### config.mk
export PLATFORM = sky130hd
export DESIGN_NAME = ces_stack
export DESIGN_NICKNAME = d
export VERILOG_FILES = /design/src/rtl/ces_pkg.sv /design/src/rtl/ces_cell.sv /design/src/rtl/ces_stack.sv
export SDC_FILE = /design/constraint.sdc
export NUM_CORES = 2
export LEC_CHECK = 0
export ABC_AREA = 0
export CAP_MARGIN = 20
export CORE_MARGIN = 4
export CORE_UTILIZATION = 35
export CTS_CLUSTER_DIAMETER = 120
export CTS_CLUSTER_SIZE = 24
export DETAILED_ROUTE_END_ITERATION = 10
export DONT_BUFFER_PORTS = 1
export HOLD_SLACK_MARGIN = 0.15
export PLACE_DENSITY_LB_ADDON = 0.25
export SYNTH_ARGS = -nofsm -noshare
export SYNTH_HDL_FRONTEND = slang
export SYNTH_SLANG_ARGS = --single-unit
### constraint.sdc
create_clock -name i_clk -period 98.2 [get_ports i_clk]
set_input_delay 0 -clock i_clk [delete_from_list [all_inputs] [get_ports i_clk]]
set_output_delay 0 -clock i_clk [all_outputs]
set_load 0.02 [all_outputs]
### src/rtl/ces_pkg.sv
// Shared types and codes for the categorized event stack.
// No dependencies; imported by every module of the block.
package ces_pkg;

    localparam int NUM_CAT = 3;
    localparam int CAT_W   = 3;
    localparam int FIELD_W = 32;

    // request function codes
    localparam logic [1:0] FN_PUSH  = 2'd0;
    localparam logic [1:0] FN_MREAD = 2'd1;
    localparam logic [1:0] FN_FREAD = 2'd2;
    localparam logic [1:0] FN_CLEAR = 2'd3;

    // result status codes
    localparam logic [1:0] ST_OK    = 2'd0;
    localparam logic [1:0] ST_EMPTY = 2'd1;
    localparam logic [1:0] ST_FULL  = 2'd2;

    // per-stack shift control
    typedef struct packed {
        logic push;
        logic pop;
        logic clr;
    } t_stk_ctl;

endpackage

### src/rtl/ces_cell.sv
// One stack entry: shifts down on push, up on pop.
// Depends on ces_pkg for the shift control struct.
module ces_cell import ces_pkg::*; #(
    parameter int W = 35
) (
    input  logic         i_clk,
    input  t_stk_ctl     i_ctl,
    input  logic [W-1:0] i_above,
    input  logic [W-1:0] i_below,
    output logic [W-1:0] o_q
);

    logic [W-1:0] r_q;
    logic [W-1:0] n_q;

    always_comb begin
        n_q = r_q;
        if (i_ctl.push) begin
            n_q = i_above;
        end else if (i_ctl.pop) begin
            n_q = i_below;
        end
    end

    always_ff @(posedge i_clk) begin
        r_q <= n_q;
    end

    assign o_q = r_q;

endmodule

### src/rtl/ces_stack.sv
// LIFO built as a row of ces_cell entries plus an occupancy counter.
// Depends on ces_pkg and ces_cell. Top of stack is cell 0.
module ces_stack import ces_pkg::*; #(
    parameter int DEPTH = 64,
    parameter int W     = 35,
    parameter int CW    = 7
) (
    input  logic          i_clk,
    input  logic          i_rst_n,
    input  t_stk_ctl      i_ctl,
    input  logic [W-1:0]  i_din,
    output logic [W-1:0]  o_top,
    output logic [CW-1:0] o_count
);

    logic [W-1:0]  w_q [DEPTH];
    logic [CW-1:0] r_cnt;
    logic [CW-1:0] n_cnt;

    genvar g;
    generate
        for (g = 0; g < DEPTH; g++) begin : g_cell
            logic [W-1:0] w_above;
            logic [W-1:0] w_below;
            if (g == 0) begin : g_first
                assign w_above = i_din;
            end else begin : g_mid
                assign w_above = w_q[g-1];
            end
            // bottom refills with don't-care data, never read below the count
            if (g == DEPTH - 1) begin : g_last
                assign w_below = '0;
            end else begin : g_inner
                assign w_below = w_q[g+1];
            end
            ces_cell #(.W(W)) u_cell (
                .i_clk   (i_clk),
                .i_ctl   (i_ctl),
                .i_above (w_above),
                .i_below (w_below),
                .o_q     (w_q[g])
            );
        end
    endgenerate

    always_comb begin
        n_cnt = r_cnt;
        if (i_ctl.clr) begin
            n_cnt = '0;
        end else if (i_ctl.push) begin
            n_cnt = r_cnt + CW'(1);
        end else if (i_ctl.pop) begin
            n_cnt = r_cnt - CW'(1);
        end
    end

    always_ff @(posedge i_clk) begin
        if (!i_rst_n) begin
            r_cnt <= '0;
        end else begin
            r_cnt <= n_cnt;
        end
    end

    assign o_top   = w_q[0];
    assign o_count = r_cnt;

endmodule

-- Word level (Yosys, flattened, before mapping)
Cells that the tools add are included.
- flip-flop bits (word level): 2247
- output and inout port bits: 42
- word-level logic and storage cells: 200
- add/sub/neg operators: 2
- multiplexer cells: 130
- bitwise operators: 1
- reductions and logical operators: 2
- operators with widths (kind ; number):
    $mux 35 ; 128
    $mux 7 ; 2
    $add 7x1->7 const B ; 1
    $sub 7x1->7 const B ; 1
    $reduce_bool 2->1 ; 1
    $reduce_or 2->1 ; 1
    $not 1->1 ; 1

-- Logic depth before layout (Yosys ltp)
- word-level depth: 3
- gate-level depth with buffers: 9
- mapped depth without buffers: 7

-- Cells and area by module
Synthesis repeated with hierarchy kept, for this count alone.
- cell total of the unflattened synthesis: 4860
- area, all modules: 104935.6 um2
- modules (own cells, without submodules) (module ; instances ; cells an instance ; area an instance (um2) ; seq. area each (um2)):
    ces_cell ; 64 ; 75 ; 1631.6 ; 1051.0
    ces_stack ; 1 ; 60 ; 515.5 ; 140.1

-- Worst setup path after synthesis
OpenSTA, ideal clock, no wires.
- path kind: input -> register
- from: input port i_ctl[2] (netlist name)
- to: register g_cell[0].u_cell.r_q[0], enable pin
- data arrival time: 40681 ps
- slack: 40611 ps
- stages: 4
- path buffers: 2
- cell sequence: buf_2 -> buf_6 -> nor2_4 -> clkinv_1
- longest elaborated chain between the ends: 1
- RTL lines (element ; line ; text):
    start: declaration ; ces_stack.sv:10 ; input t_stk_ctl i_ctl,
    $reduce_bool 2->1 (no line) ; - ;
    end signal: assignment ; ces_cell.sv:26 ; r_q <= n_q;
    end: declaration ; ces_cell.sv:13 ; logic [W-1:0] r_q;
Every way passes these cells.
A chain may end at the register's enable or synchronous reset.

-- Final worst setup path
- from: input port i_ctl[2] (netlist name)
- to: register g_cell[0].u_cell.r_q[15], data pin
- longest elaborated chain between the ends: 1
- RTL lines (element ; line ; text):
    $mux 35 ; ces_cell.sv:18 ; if (i_ctl.push) begin
    via g_cell[0].u_cell.n_q[15] ; ces_cell.sv:14 ; logic [W-1:0] n_q;
The timed path passes the listed nets, and every way through them passes these cells.

==> qor.csv <==
stage,metric,value,unit
floorplanning,die_width,529,microns
layout,final_nets,4801,
floorplanning,core_area,0.271,sq mm
sta,worst_hold_slack,513,ps
worst_setup_path,worstSetupPathType,input port to flop,
clock_network,cts_root_buf,clkbuf_16,
outcome,violations,max-slew violations,
clock_network,cts_repair_resize_count,0,
clock_network,cts.sinks,2247,
layout,final_common_cell,edfxtp_1,
power_and_ir_drop,power_leakage,0.0340,uW
sta,rsz0062_at_grt,no,
clock_network,clkLatencyLatePin,750,ps
routing,via_count,39200,
layout,register_area,0.0674,sq mm
worst_setup_path,timing.rr.end,o_count[4],
worst_hold_path,holdPathStages,3,
worst_setup_path,critPathCaptureType,flop,
worst_hold_path,min-delay-start,i_din[9],
sta,max_slew_margin,-4.30,%
sta,setup_tns,0,ps
synth,postSynthAreaPerCell,19.9,sq um
job,cap_violations,0,
sta,skew,31.3,ps
worst_setup_path,regToRegStartpoint,o_count[0],
clock_network,cts_tree,done,
worst_hold_path,min_path_type,input port to flop,
floorplanning,die-area,0.280,sq mm
routing,drc,0,
sta,tightest_slew,1560,ps
grt,grt_overflow,0,
placement,io_buffers,0,
synth,seq_area_frac_synth,71.0,%
worst_setup_path,critPathArrivalTime,9740,ps
routing,viasPerCell,4.70,
routing,drt-initial-drc-count,2571,
placement,gp_congestion,0.680,
grt,antenna_found_initial,6,
synth,synth_seq_cells,2247,
layout,area_delta_synth_final,6.71,%
sta,period_share,9.39,%
floorplanning,start_util,35.1,%
layout,multi_input_area,0.0254,sq mm
power_and_ir_drop,total_power,2070,uW
worst_setup_path,reg2reg_depth,7,
floorplanning,die_y,529,microns
grt,grt_max_degree,304,
routing,ant_nets,0,
sta,slew_violations,123,
routing,dr.pass1.iters,5,
worst_setup_path,crit_path_start_kind,input port,
power_and_ir_drop,powerDensity,20.4,mW/mm^2
synth,yosys_most_used_dff,edfxtp_1,
worst_setup_path,cp_max_fo,276,
floorplanning,ios,82,
synth,synth_nets,4829,
clock_network,clock_path_buffers,3,
placement,dp_slack,89290,ps
synth,ys_async_sr_fraction,0,%
sta,setup_violations,0,
sta,period_needed,9220,ps
synth,netlist_instances,4783,
grt,grt_pass1_wl,212000,microns
worst_setup_path,r2r_slack,95920,ps
synth,synthesis.area,0.0950,sq mm
worst_setup_path,cpPeakStageDelay,840,ps
grt,grt_usage,8.75,%
power_and_ir_drop,ir_worst_vdd,12.9,uV
outcome,status,"finished, violations left",
floorplanning,std_cell_rows,191,
placement,hpwl,70600,microns
sta,finalHoldViolCount,0,
synth,yosys_warnings,0,
clock_network,cts_max_level,3,
sta,setup_ws,88980,ps
layout,stdcell_count,8340,
synth,ys_types,28,
worst_setup_path,cp_slowest_cell,buf_16,
layout,fillers,24700,
synth,synth_edf_count,2240,
worst_setup_path,cp_common_cell,buf_16,
layout,drive_gt1_share,48.6,%
clock_network,clkTransAtPathRegs,90,ps
layout,final_cell_mix,"edfxtp_1, mux2_2, clkbuf_16",
worst_hold_path,hold_end,g_cell[0].u_cell.o_q[9],
worst_setup_path,cp_cell_sequence,"dlygate4sd3_1, buf_16, buf_16, buf_16, buf_16, buf_16, buf_16, buf_16, buf_16, buf_16, mux2_2, dlygate4sd3_1",
sta,fmax,108,MHz
routing,routedWlPerCell,15.4,microns
placement,dp_cells,8135,
routing,wirelength,128000,microns
grt,first_global_vias,41100,
worst_setup_path,required,98730,ps
clock_network,cts-buffers-inserted,103,
==> worst max-delay path, delay by kind of cell <==
family	cells	cell delay [ps]
buf+inv	11	7210
mux	1	420
==> layout make-up <==
type                       count  area share [%]
multi-input combinational   2283            25.0
clock inverter                 7           0.128
sequential                  2247            66.5
antenna                        2         0.00494
timing repair buffer         117            1.34
tap                         3570            4.41
clock buffer                 111            2.59
inverter                       3          0.0185
==> cells in the mapped netlist, types with 2 or more instances <==
master       n  area [sq um]
mux2_1      39           439
a21o_1       3          22.5
buf_6      156          1760
mux2_2    2166         24400
edfxtp_1  2240         67300
nand2_1      8          30.0
a21oi_1      6          30.0
nor2_1       4          15.0
buf_2       90           450
xnor2_1      5          43.8
and2_1      35           219
inv_1        2          7.51
ha_1         5          62.6
dfxtp_1      7           140
clkbuf_1     4          15.0
==> worst max-delay path by stage <==
stage | from | to | slack (ps) | depth (start not counted)
6_report | i_ctl[2] | g_cell[0].u_cell.o_q[15] | 88980 | 12
5_1_grt | i_ctl[2] | g_cell[0].u_cell.o_q[15] | 88620 | 12
4_1_cts | i_ctl[2] | g_cell[0].u_cell.o_q[15] | 89680 | 10
3_5_place_dp | i_ctl[2] | g_cell[18].u_cell.o_q[16] | 89290 | 9
3_3_place_gp | i_ctl[2] | g_cell[2].u_cell.o_q[18] | 89400 | 9
2_1_floorplan | i_ctl[2] | g_cell[0].u_cell.o_q[0] | 40610 | 4
==> registers in the layout, indices dropped and copies added, names as in the netlist <==
name	cells
g_cell.u_cell.o_q	2240
o_count	7
==> report_power, final <==
part,switching [uW],internal (uW)
combinational,77.6,149
sequential,86.2,1280
clock,281,193
total,445,1620
==> what timing repair did <==
action,in CTS,in global routing
setup buffers,0,0
endpoints found under the hold margin,318,133
endpoints found under the setup margin,0,0
hold buffers,81,1
==> logic make-up (layout without fill, tap and decap cells) <==
| logic type | Yosys count | in the layout | synth area share, % |
|---|---|---|---|
| AO/OA/AOI/OAI | 14 | 14 | 0.100 |
| XOR/XNOR | 6 | 6 | 0.0553 |
| adder cells (fa/ha/maj) | 6 | 6 | 0.0869 |
| buffers and inverters | 253 | 238 | 2.35 |
| flip-flops | 2247 | 2247 | 71.0 |
| multiplexers | 2206 | 2206 | 26.1 |
| other | 0 | 2 | 0 |
| AND/OR/NAND/NOR | 51 | 51 | 0.308 |
==> routing by layer <==
metal  GRT usage, %  vias up  wire [microns]
met5              0        -               0
met4           2.34        0            2890
met3           1.38      140            2920
met2           15.0      198           63000
met1           11.6    20100           59300
li1               -    18800               -
==> stage by stage <==
step | area (sq um) | utilization, %
after floorplan | 95000 | -
after global placement | 97700 | 36.1
after detailed placement | 97700 | 36.1
after CTS | 101000 | 37.4
after global routing | 101000 | 37.5
final | 101000 | 37.5
Power figures use the tool's default switching activity.
